===== config.mk =====
export PLATFORM = sky130hd
export DESIGN_NAME = timeout_interval_timer_table
export DESIGN_NICKNAME = d
export VERILOG_FILES = /design/src/sv/titt_pkg.sv /design/src/sv/titt_cell.sv /design/src/sv/timeout_interval_timer_table.sv
export SDC_FILE = /design/constraint.sdc
export NUM_CORES = 2
export LEC_CHECK = 0
export BUFFER_PORTS_ARGS = -buffer_cell sky130_fd_sc_hd__buf_2
export CORE_MARGIN = 2
export CORE_UTILIZATION = 50
export CTS_CLUSTER_SIZE = 10
export DETAILED_ROUTE_END_ITERATION = 10
export MAX_ROUTING_LAYER = met4
export PLACE_DENSITY = 0.66
export SLEW_MARGIN = 20
export SYNTH_ARGS = -nofsm -noshare
export SYNTH_HDL_FRONTEND = slang
export SYNTH_SLANG_ARGS = --single-unit

===== constraint.sdc =====
create_clock -name i_clk -period 5.8 [get_ports i_clk]
set_input_delay 0.29 -clock i_clk [delete_from_list [all_inputs] [get_ports i_clk]]
set_output_delay 0.29 -clock i_clk [all_outputs]
set_load 0.03 [all_outputs]

===== src/sv/titt_pkg.sv =====
// Shared types, constants and helpers for the timer table.
// Used by titt_cell and timeout_interval_timer_table; depends on nothing.
package titt_pkg;

    localparam int SLOTS  = 8;
    localparam int SLOT_W = (SLOTS > 1) ? $clog2(SLOTS) : 1;

    localparam logic [31:0] ONESHOT_BASE   = 32'h8000_0000;
    localparam logic [31:0] ONESHOT_LIMIT  = 32'hffff_fff0;
    localparam logic [31:0] PERIODIC_BASE  = 32'h0000_0001;
    localparam logic [31:0] PERIODIC_LIMIT = 32'h7fff_fff0;

    typedef enum logic [2:0] {
        OP_ARM_ONESHOT  = 3'd0,
        OP_ARM_PERIODIC = 3'd1,
        OP_CLEAR_ID     = 3'd2,
        OP_CLEAR_ALL    = 3'd3,
        OP_REFRESH      = 3'd4
    } t_op;

    typedef enum logic [1:0] {
        KIND_ARM    = 2'd0,
        KIND_EXPIRE = 2'd1,
        KIND_ACK    = 2'd2
    } t_kind;

    // One command walking down the row of slot cells, one cell per cycle.
    typedef struct packed {
        logic              valid;
        t_op               op;
        logic [31:0]       period;
        logic [31:0]       now;
        logic [31:0]       target;
        logic [31:0]       new_id;
        logic              placed;
        logic [SLOT_W-1:0] arm_slot;
        logic [SLOT_W-1:0] pos;
        logic              hit;
        logic [31:0]       hit_id;
        logic [SLOT_W-1:0] hit_pos;
    } t_token;

    // Next id from a counter, reloading to base once it is above its limit, before the increment.
    function automatic logic [31:0] next_id(input logic [31:0] cnt,
                                            input logic [31:0] limit,
                                            input logic [31:0] base);
        logic [31:0] v;
        v = (cnt > limit) ? base : cnt;
        return v + 32'd1;
    endfunction

endpackage


===== src/sv/titt_cell.sv =====
// One timer slot of the table: id, start time and period, plus the token stage
// that hands the command to the next slot. Depends on titt_pkg.
module titt_cell import titt_pkg::*; (
    input  logic   i_clk,
    input  logic   i_rst_n,
    input  t_token i_tok,
    output t_token o_tok
);

    logic [31:0] r_ident, n_ident;
    logic [31:0] r_start, n_start;
    logic [31:0] r_period, n_period;
    t_token      r_tok, n_tok;
    logic [31:0] w_elapsed;

    assign w_elapsed = i_tok.now - r_start;

    always_comb begin
        n_ident      = r_ident;
        n_start      = r_start;
        n_period     = r_period;
        n_tok        = i_tok;
        n_tok.pos    = i_tok.pos + SLOT_W'(1);
        n_tok.hit    = 1'b0;
        n_tok.hit_id = '0;
        n_tok.hit_pos = i_tok.pos;
        if (i_tok.valid) begin
            unique case (i_tok.op)
                OP_ARM_ONESHOT, OP_ARM_PERIODIC: begin
                    // take the first free slot on the way
                    if (!i_tok.placed && r_ident == 32'd0) begin
                        n_ident        = i_tok.new_id;
                        n_start        = i_tok.now;
                        n_period       = i_tok.period;
                        n_tok.placed   = 1'b1;
                        n_tok.arm_slot = i_tok.pos;
                    end
                end
                OP_CLEAR_ID: begin
                    if (i_tok.target != 32'd0 && r_ident == i_tok.target) begin
                        n_ident = '0;
                    end
                end
                OP_CLEAR_ALL: begin
                    n_ident = '0;
                end
                OP_REFRESH: begin
                    if (r_ident != 32'd0 && w_elapsed >= r_period) begin
                        n_tok.hit    = 1'b1;
                        n_tok.hit_id = r_ident;
                        // periodic restarts, one-shot frees the slot
                        if (r_ident[31]) begin
                            n_ident = '0;
                        end else begin
                            n_start = i_tok.now;
                        end
                    end
                end
                default: begin
                end
            endcase
        end
    end

    always_ff @(posedge i_clk) begin
        if (!i_rst_n) begin
            r_ident  <= '0;
            r_start  <= '0;
            r_period <= '0;
            r_tok    <= '0;
        end else begin
            r_ident  <= n_ident;
            r_start  <= n_start;
            r_period <= n_period;
            r_tok    <= n_tok;
        end
    end

    assign o_tok = r_tok;

endmodule


===== src/sv/timeout_interval_timer_table.sv =====
// Timer table: one command at a time walks a row of SLOTS slot cells, one per cycle.
// The final result goes through head register, slot cells, finish and output registers;
// expiries show earlier, at most one per cycle, each the cycle after the next is found.
// A new item is accepted only once busy has fallen after the last one left the cell row.
// Reset (synchronous, active low) frees all slots and reloads both id counters.
// Results cannot be stalled: each o_strobe pulse is one result; o_last marks a final one.
module timeout_interval_timer_table import titt_pkg::*; (
    input  logic        i_clk,
    input  logic        i_rst_n,
    input  logic        start,
    output logic        busy,
    input  logic [2:0]  i_opcode,
    input  logic [31:0] i_period_us,
    input  logic [31:0] i_now_us,
    input  logic [31:0] i_target_id,
    output logic        o_strobe,
    output logic [1:0]  o_kind,
    output logic [31:0] o_timer_id,
    output logic [2:0]  o_slot_index,
    output logic        o_periodic,
    output logic        o_last
);

    t_token w_tok [SLOTS+1];
    logic [SLOTS:0] w_tok_v;

    t_token      r_head, n_head;
    t_token      r_end, n_end;
    logic        r_busy, n_busy;
    logic        r_fin, n_fin;
    logic [31:0] r_one_cnt, n_one_cnt;
    logic [31:0] r_per_cnt, n_per_cnt;
    logic        r_hold_v, n_hold_v;
    logic [31:0] r_hold_id, n_hold_id;
    logic [2:0]  r_hold_slot, n_hold_slot;

    logic        r_o_strobe, n_o_strobe;
    logic [1:0]  r_o_kind, n_o_kind;
    logic [31:0] r_o_id, n_o_id;
    logic [2:0]  r_o_slot, n_o_slot;
    logic        r_o_per, n_o_per;
    logic        r_o_last, n_o_last;

    logic        w_hit;
    logic [31:0] w_hit_id;
    logic [2:0]  w_hit_slot;
    logic        w_accept;
    t_op         w_op;

    assign w_tok[0] = r_head;
    assign w_accept = start && !r_busy;
    assign w_op     = t_op'(i_opcode);

    for (genvar k = 0; k < SLOTS; k++) begin : g_cell
        titt_cell u_cell (
            .i_clk  (i_clk),
            .i_rst_n(i_rst_n),
            .i_tok  (w_tok[k]),
            .o_tok  (w_tok[k+1])
        );
    end

    always_comb begin
        for (int k = 0; k <= SLOTS; k++) begin
            w_tok_v[k] = w_tok[k].valid;
        end
    end

    // Only one cell holds the token, so OR the gated hit fields together.
    always_comb begin
        w_hit      = 1'b0;
        w_hit_id   = '0;
        w_hit_slot = '0;
        for (int k = 1; k <= SLOTS; k++) begin
            if (w_tok[k].valid && w_tok[k].hit) begin
                w_hit      = 1'b1;
                w_hit_id   = w_hit_id | w_tok[k].hit_id;
                w_hit_slot = w_hit_slot | 3'(w_tok[k].hit_pos);
            end
        end
    end

    always_comb begin
        n_head       = r_head;
        n_head.valid = 1'b0;
        n_end        = r_end;
        n_busy       = r_busy;
        n_fin        = 1'b0;
        n_one_cnt    = r_one_cnt;
        n_per_cnt    = r_per_cnt;
        n_hold_v     = r_hold_v;
        n_hold_id    = r_hold_id;
        n_hold_slot  = r_hold_slot;
        n_o_strobe   = 1'b0;
        n_o_kind     = r_o_kind;
        n_o_id       = r_o_id;
        n_o_slot     = r_o_slot;
        n_o_per      = r_o_per;
        n_o_last     = r_o_last;

        if (w_accept) begin
            n_busy          = 1'b1;
            n_head          = '0;
            n_head.valid    = 1'b1;
            n_head.op       = w_op;
            n_head.period   = i_period_us;
            n_head.now      = i_now_us;
            n_head.target   = i_target_id;
            n_head.new_id   = (w_op == OP_ARM_PERIODIC)
                            ? next_id(r_per_cnt, PERIODIC_LIMIT, PERIODIC_BASE)
                            : next_id(r_one_cnt, ONESHOT_LIMIT, ONESHOT_BASE);
        end

        if (r_fin) begin
            n_busy     = 1'b0;
            n_o_strobe = 1'b1;
            n_o_last   = 1'b1;
            if (r_end.op == OP_REFRESH && r_hold_v) begin
                n_o_kind = KIND_EXPIRE;
                n_o_id   = r_hold_id;
                n_o_slot = r_hold_slot;
                n_o_per  = ~r_hold_id[31];
                n_hold_v = 1'b0;
            end else if (r_end.op == OP_ARM_ONESHOT || r_end.op == OP_ARM_PERIODIC) begin
                n_o_kind = KIND_ARM;
                n_o_id   = r_end.placed ? r_end.new_id : 32'd0;
                n_o_slot = r_end.placed ? 3'(r_end.arm_slot) : 3'd0;
                n_o_per  = (r_end.op == OP_ARM_PERIODIC);
            end else begin
                n_o_kind = KIND_ACK;
                n_o_id   = '0;
                n_o_slot = '0;
                n_o_per  = 1'b0;
            end
        end else if (w_hit) begin
            // release the held expiry, it is not the last one
            if (r_hold_v) begin
                n_o_strobe = 1'b1;
                n_o_kind   = KIND_EXPIRE;
                n_o_id     = r_hold_id;
                n_o_slot   = r_hold_slot;
                n_o_per    = ~r_hold_id[31];
                n_o_last   = 1'b0;
            end
            n_hold_v    = 1'b1;
            n_hold_id   = w_hit_id;
            n_hold_slot = w_hit_slot;
        end

        if (w_tok[SLOTS].valid) begin
            n_fin = 1'b1;
            n_end = w_tok[SLOTS];
            if (w_tok[SLOTS].placed) begin
                if (w_tok[SLOTS].op == OP_ARM_PERIODIC) begin
                    n_per_cnt = w_tok[SLOTS].new_id;
                end else begin
                    n_one_cnt = w_tok[SLOTS].new_id;
                end
            end
        end
    end

    always_ff @(posedge i_clk) begin
        if (!i_rst_n) begin
            r_head     <= '0;
            r_busy     <= 1'b0;
            r_fin      <= 1'b0;
            r_one_cnt  <= ONESHOT_BASE;
            r_per_cnt  <= PERIODIC_BASE;
            r_hold_v   <= 1'b0;
            r_o_strobe <= 1'b0;
        end else begin
            r_head     <= n_head;
            r_busy     <= n_busy;
            r_fin      <= n_fin;
            r_one_cnt  <= n_one_cnt;
            r_per_cnt  <= n_per_cnt;
            r_hold_v   <= n_hold_v;
            r_o_strobe <= n_o_strobe;
        end
    end

    always_ff @(posedge i_clk) begin
        r_end       <= n_end;
        r_hold_id   <= n_hold_id;
        r_hold_slot <= n_hold_slot;
        r_o_kind    <= n_o_kind;
        r_o_id      <= n_o_id;
        r_o_slot    <= n_o_slot;
        r_o_per     <= n_o_per;
        r_o_last    <= n_o_last;
    end

    assign busy         = r_busy;
    assign o_strobe     = r_o_strobe;
    assign o_kind       = r_o_kind;
    assign o_timer_id   = r_o_id;
    assign o_slot_index = r_o_slot;
    assign o_periodic   = r_o_per;
    assign o_last       = r_o_last;

`ifndef SYNTHESIS
    a_one_token: assert property (@(posedge i_clk) disable iff (!i_rst_n)
        $onehot0(w_tok_v))
        else $error("more than one command in the slot row");

    a_last_frees: assert property (@(posedge i_clk) disable iff (!i_rst_n)
        o_strobe && o_last |-> !busy)
        else $error("final result while still busy");

    a_mid_busy: assert property (@(posedge i_clk) disable iff (!i_rst_n)
        o_strobe && !o_last |-> busy)
        else $error("non-final result outside a transaction");

    a_start_busy: assert property (@(posedge i_clk) disable iff (!i_rst_n)
        start && !busy |=> busy)
        else $error("accepted command did not raise busy");
`endif

endmodule


* Word-level counts from Yosys, hierarchy flattened
Index checks and enable logic that the tools add are counted.
Word-level totals: bits in registers 2375, output and inout port bits 41
Cells by class: $add $sub $neg 16, order comparisons 10, equal/unequal tests 85, mux-type cells 158, bitwise operators 17, reductions and logical operators 157
Operators with widths (count):
- two-way mux 32 bit | 65
- one-hot mux 32 bit (4 select lines) | 8
- one-hot mux 32 bit (2 select lines) | 8
- nonzero test 32 bit | 16
- two-way mux 33 bit | 8
- == test 32 bit | 8
- greater-or-equal comparator 32 bit | 8
- zero test 32 bit | 8
- subtractor 32 bit | 8
- two-way mux 31 bit | 8
- OR 32 bit | 7
- two-way mux 175 bit | 1
- two-way mux 4 bit | 22
- AND reduction 5 bit | 16
- != test 2 x 1 -> 1 bit, second input constant | 33
- adder 32 x 1 -> 32 bit, second input constant | 2
- AND reduction 3 bit | 19
- == test 3 x 2 -> 1 bit, second input constant | 16
- AND reduction 6 bit | 8
- two-way mux 3 bit | 12
- == test 3 x 1 -> 1 bit, second input constant | 11
- logical AND 1 bit | 33
- greater-than comparator 32 x 31 -> 1 bit, second input constant | 1
- greater-than comparator 32 bit, second input constant | 1
- other kinds (16) | 116

* Logic depth before layout (Yosys ltp)
depth in word-level cells 16, gate-level depth with buffers 26

* Hierarchy
Synthesis repeated with hierarchy kept, for this count alone.
Second synthesis, totals: cells, all modules 11455, area, all modules 105142.1 um^2
Modules (own cells, without submodules):
- titt_cell (g_cell[1].u_cell ...) | instances 3, cells an instance 1265, area each 11434.7 um^2
- titt_cell (g_cell[6].u_cell ...) | instances 2, cells an instance 1230, area each 11443.5 um^2
- timeout_interval_timer_table | instances 1, cells an instance 1520, area each 13630.6 um^2
- titt_cell (g_cell[4].u_cell) | instances 1, cells an instance 1218, area each 11489.8 um^2
- titt_cell (g_cell[5].u_cell) | instances 1, cells an instance 1239, area each 11469.8 um^2
- titt_cell (g_cell[0].u_cell) | instances 1, cells an instance 1223, area each 11360.9 um^2

* Worst setup path before layout
Ideal clock, no wire load.
path kind register to register, start point register g_cell[2].u_cell.r_tok, in the netlist g_cell[2].u_cell.o_tok[107], end point register g_cell[3].u_cell.r_start[10], data arrival time 5.127 ns, data required time 5.672 ns, slack 0.546 ns, cell stages (with the launch flop) 26, cell sequence dfxtp_1 -> inv_1 -> ha_1 -> inv_1 -> fa_1 -> a211oi_1 -> o21a_1 -> or4_1 -> a21oi_2 -> nand3_1 -> a311o_1 -> a31oi_4 -> a21boi_1 -> o21a_1 -> a211oi_1 -> ha_1 -> a21o_1 -> a21oi_1 -> o21ai_0 -> a31oi_1 -> nand2b_1 -> o31ai_1 -> o21ai_1 -> clkbuf_1 -> mux2i_1 -> nor2_1
On the way: longest elaborated chain between the ends 5
Ends and longest elaborated chain:
- from (decl) | line titt_cell.sv:13 | t_token r_tok, n_tok;
- from (signal assigned) | line titt_cell.sv:75 | r_tok <= n_tok;
- subtractor 32 bit | line titt_cell.sv:16 | assign w_elapsed = i_tok.now - r_start;
- greater-or-equal comparator 32 bit | line titt_cell.sv:48 | if (r_ident != 32'd0 && w_elapsed >= r_period) begin
- logical AND 1 bit | line titt_cell.sv:48
- != test 2 x 1 -> 1 bit (no line)
- AND reduction 5 bit (no line)
- to (signal assigned) | line titt_cell.sv:73 | r_start <= n_start;
- to (decl) | line titt_cell.sv:11 | logic [31:0] r_start, n_start;
Every way passes these cells. A chain may end at the register's enable or synchronous reset.

* Final worst setup path
start point register g_cell[2].u_cell.r_tok, in the netlist g_cell[2].u_cell.o_tok[107], end point register g_cell[3].u_cell.r_ident[24]
On the way: longest elaborated chain between the ends 5
Ends and longest elaborated chain:
- subtractor 32 bit | line titt_cell.sv:16
- greater-or-equal comparator 32 bit | line titt_cell.sv:48
- logical AND 1 bit | line titt_cell.sv:48
- != test 2 x 1 -> 1 bit (no line)
- AND reduction 6 bit (no line)
- to (signal assigned) | line titt_cell.sv:72 | r_ident <= n_ident;
- to (decl) | line titt_cell.sv:10 | logic [31:0] r_ident, n_ident;
Every way passes these cells.

==> metrics.md <==
| Metric | Value |
|---|---|
| Arrival time worst endpoint | `6.30 ns` |
| Final Max Tran Viols | `0` |
| Crit path buffers/inverters | `4` |
| Grt ovf | `0` |
| Pleak | `46.0 nW` |
| Most numerous cell in the Yosys netlist | `dfxtp_1` |
| Worst Tran Pin Value | `1.25 ns` |
| Crit. End Element | `flop` |
| Die area | `202,000 µm²` |
| Switching Power | `0.00851 W` |
| Final instance area | `112,000 µm²` |
| Clock Skew | `0.0454 ns` |
| Worst path slowest cell | `or4_1` |
| Setup CP Type | `reg2reg` |
| Detailed-placement wirelength estimate | `216,000 µm` |
| Synthesis-to-layout area growth | `13.3%` |
| Final ANT Viol Nets | `0` |
| Largest net degree at the start of global routing | `224` |
| Primary FF master, synth | `dfxtp_1` |
| Clock Power Share | `44.8%` |
| PwrDens | `323 nW/µm²` |
| Sw Ratio | `23.5%` |
| DRC Markers | `0` |
| Synth Register Bits | `2,366` |
| Yosys warnings | `0` |
| Total Routing Usage GR | `29.2%` |
| DR WL met2 | `122,000 µm` |
| Fin crit period | `5.49 ns` |
| WL met3 | `21,600 µm` |
| Crit share post-route | `94.7%` |
| Synthesized cell area | `99,000 µm²` |
| Max_cap viols | `0` |
| Vias | `73,900` |
| Combinational share of power | `8.9%` |
| Top cell type by total area after synthesis | `dfxtp_1` |
| Min-Delay Path Class | `in2reg` |
| Status | `finished, final reports clean` |
| Htree depth | `5` |
| Setup TNS | `0 ns` |
| Ratio of cells with drive above 1 in the final layout | `6.76%` |
| Net Count, Synth | `11,300` |
| Clock transition at path regs | `0.05 ns` |
| Post-synthesis xor/xnor area fraction | `4.44%` |
| Area share of the largest cell type after synthesis | `45.6%` |
| Routed length on met1 | `142,000 µm` |
| 1st-iter DRT viols | `6,981` |
| Die Ht | `449 µm` |
| Pre-antenna DRT Iters | `7` |
| Crit path largest cell delay | `0.58 ns` |
| Fmax | `182 MHz` |
| Avg Inst Size Synth | `9.27 µm²` |
| Vias in the first global route | `71,400` |
| Hold Vio Cnt, Final | `0` |
| Post-synthesis cell count | `10,700` |
| Area of the core | `197,000 µm²` |
| Synth Area in Compound Gates | `11.1%` |
| Top post-synthesis cells by area | `dfxtp_1 46%, and2_1 7.4%, ha_1 6.4%, nand2_1 6.1%, mux2i_1 4.6%` |
| CTS max path bufs | `4` |
| Slew margin rel. | `16.5%` |
| Synth Area in Simple Gates | `19.8%` |
| Worst-skew pair later-pin latency | `0.92 ns` |
| Reg power frac | `46.4%` |
| CTS tree | `yes` |
| WL final | `294,000 µm` |
| Largest driver fanout on the critical path | `31` |
| Initial antenna violation count | `8` |
| Max rail drop VDD | `321 µV` |
| Top cells by count, synth | `2,254 x dfxtp_1, 1,601 x nand2_1, 1,165 x and2_1` |
| Die Width | `449 µm` |
| Mux share of post-synthesis cell area | `4.55%` |
| Number of core rows | `163` |
| IO Pins | `143` |
| CTS Buf Count | `295` |
| IO buf count | `142` |
| CP top delay family | `compound AO/OA/AOI/OAI gates` |
| CTS Root Cell | `clkbuf_16` |
| Clock Sinks | `2,366` |
| Reg2reg setup slack | `0.31 ns` |
| Power, Total | `0.0362 W` |
| Placed cell area | `103,000 µm²` |
| Largest family of logic cells by synthesized area | `simple AND/OR/NAND/NOR gates` |
| DR top layer | `met4` |
| Synth async-reset ratio | `0%` |
| Fin nets | `11,500` |
| CP required | `6.60 ns` |
| WL per Instance | `21.6 µm` |
| Number of synthesized flops with an enable pin | `112` |
| Register area share after synthesis | `49.0%` |
| Crit path cell chain | `inv_1, ha_1, inv_1, fa_1, a211oi_1, o21a_1, or4_1, a21oi_2, nand3_1, a311o_1, a31oi_4, a21boi_1, o311ai_2, xor2_1, ha_1, nand2_1, or3_1, a21oi_1, o31ai_4, buf_12, o31ai_4, buf_6, nand3_1, a21oi_1` |
| First-pass GRT wire length | `441,000 µm` |
| Placer Congestion | `0.953` |
| Internal power | `0.0277 W` |
| Starting density of the core | `50.2%` |
| CP startpoint kind | `flop` |
| Synth Area in Adders | `6.61%` |
| # setup viols final | `0` |
| Library cells used by synthesis | `93` |
| Via/cell ratio | `5.44` |
[final timing paths]
path	start	endpoint	depth (start not counted)
worst max-delay path	g_cell[2].u_cell.o_tok[107]$_SDFF_PN0_	g_cell[3].u_cell.r_ident[24]$_SDFFE_PN0P_	24
worst min-delay path	i_period_us[8]	r_head[147]$_SDFFE_PN0P_	3
worst max register to register	g_cell[2].u_cell.o_tok[107]$_SDFF_PN0_	g_cell[3].u_cell.r_ident[24]$_SDFFE_PN0P_	24
worst min register to register	g_cell[0].u_cell.o_tok[36]$_SDFF_PN0_	g_cell[1].u_cell.o_tok[36]$_SDFF_PN0_	1
[worst register-to-register path: stages (launching register included)]
cell      delay [ns]
dfxtp_1         0.33
inv_1           0.07
ha_1            0.23
inv_1           0.07
fa_1            0.23
a211oi_1        0.12
o21a_1          0.24
or4_1           0.58
a21oi_2         0.18
nand3_1         0.15
a311o_1         0.36
a31oi_4         0.25
a21boi_1        0.14
o311ai_2        0.31
xor2_1          0.11
ha_1            0.30
nand2_1         0.05
or3_1           0.33
a21oi_1         0.25
o31ai_4         0.12
buf_12          0.15
o31ai_4         0.24
buf_6           0.29
nand3_1         0.14
a21oi_1         0.16
[power groups by stage]
stage	Sequential, W	Clock (W)	Combinational [W]
after global placement	0.0171	0	0.00302
after global routing	0.0168	0.0171	0.00356
after CTS	0.0168	0.0165	0.00316
after detailed placement	0.0171	0	0.00308
after floorplan	0.0170	0	0.00228
final	0.0168	0.0162	0.00320
[kinds of logic (layout without fill, tap and decap cells)]
group,Yosys count,in the layout
and+or+nand+nor,3943,3943
DFF,2366,2366
AOI/OAI and AO/OA,1727,1727
buffers and inverters,1173,1434
adders and majority gates,518,518
xor gates and xnor gates,502,502
muxes,450,450
other,0,4
[stage by stage]
stage	setup slack [ns]	utilization, %	hold slack [ns]	std cells
after floorplan	0.546	-	0.318	10700
after global placement	0.0647	52.0	0.390	13100
after detailed placement	-0.0990	52.0	0.394	13100
after CTS	0.0533	56.7	0.0694	13600
after global routing	-0.0293	56.9	0.112	13600
final	0.308	56.9	0.128	13600
[layout make-up]
cell class / instances / area (µm²)
fillers: 17400 / 84900
flip-flops and latches: 2366 / 48500
multi-input cells: 7140 / 46500
clock buffers: 385 / 8130
well taps: 2640 / 3300
repair buffers: 359 / 3030
inverters: 680 / 2560
clock inverters: 10 / 97.6
diodes: 4 / 10.0
[routing by layer]
metal / track usage [%] / vias to the layer above
met5: - / -
met4: 8.36 / 0
met3: 5.56 / 500
met2: 41.4 / 2286
met1: 42.0 / 35000
li1: - / 36100
[flip-flops by register name (all words and copies together) (netlist names)]
name / count
r_head: 132
o_strobe: 1
r_per_cnt: 32
g_cell.u_cell.r_start: 256
r_hold_v: 1
o_last: 1
o_kind: 2
busy: 1
r_end: 39
r_hold_id: 32
g_cell.u_cell.r_period: 256
o_periodic: 1
o_slot_index: 3
o_timer_id: 32
g_cell.u_cell.r_ident: 256
r_hold_slot: 3
r_fin: 1
g_cell.u_cell.o_tok: 1285
r_one_cnt: 32
[layout by cell type (no fill, tap or decap), types with 174 or more instances in the layout]
master	Yosys	routed
xor2_1	294	294
xnor2_1	208	208
a21o_1	175	174
nor4_1	201	199
dfxtp_1	2254	2253
nand2_1	1601	1599
a21oi_1	725	713
and2_1	1165	1164
mux2i_1	450	445
clkbuf_16	0	308
nor2_1	390	382
inv_1	677	677
o21ai_0	210	205
ha_1	510	510
[what timing repair did]
item | CTS | global route
hold buffers | 101 | 0
gates cloned | 0 | 3
endpoints found under the hold margin | 173 | 0
resized for setup | 2 | 47
setup buffers | 0 | 5
pin swaps | 0 | 7
endpoints found under the setup margin | 58 | 606
Note: power is estimated with default switching activity, not from simulation.
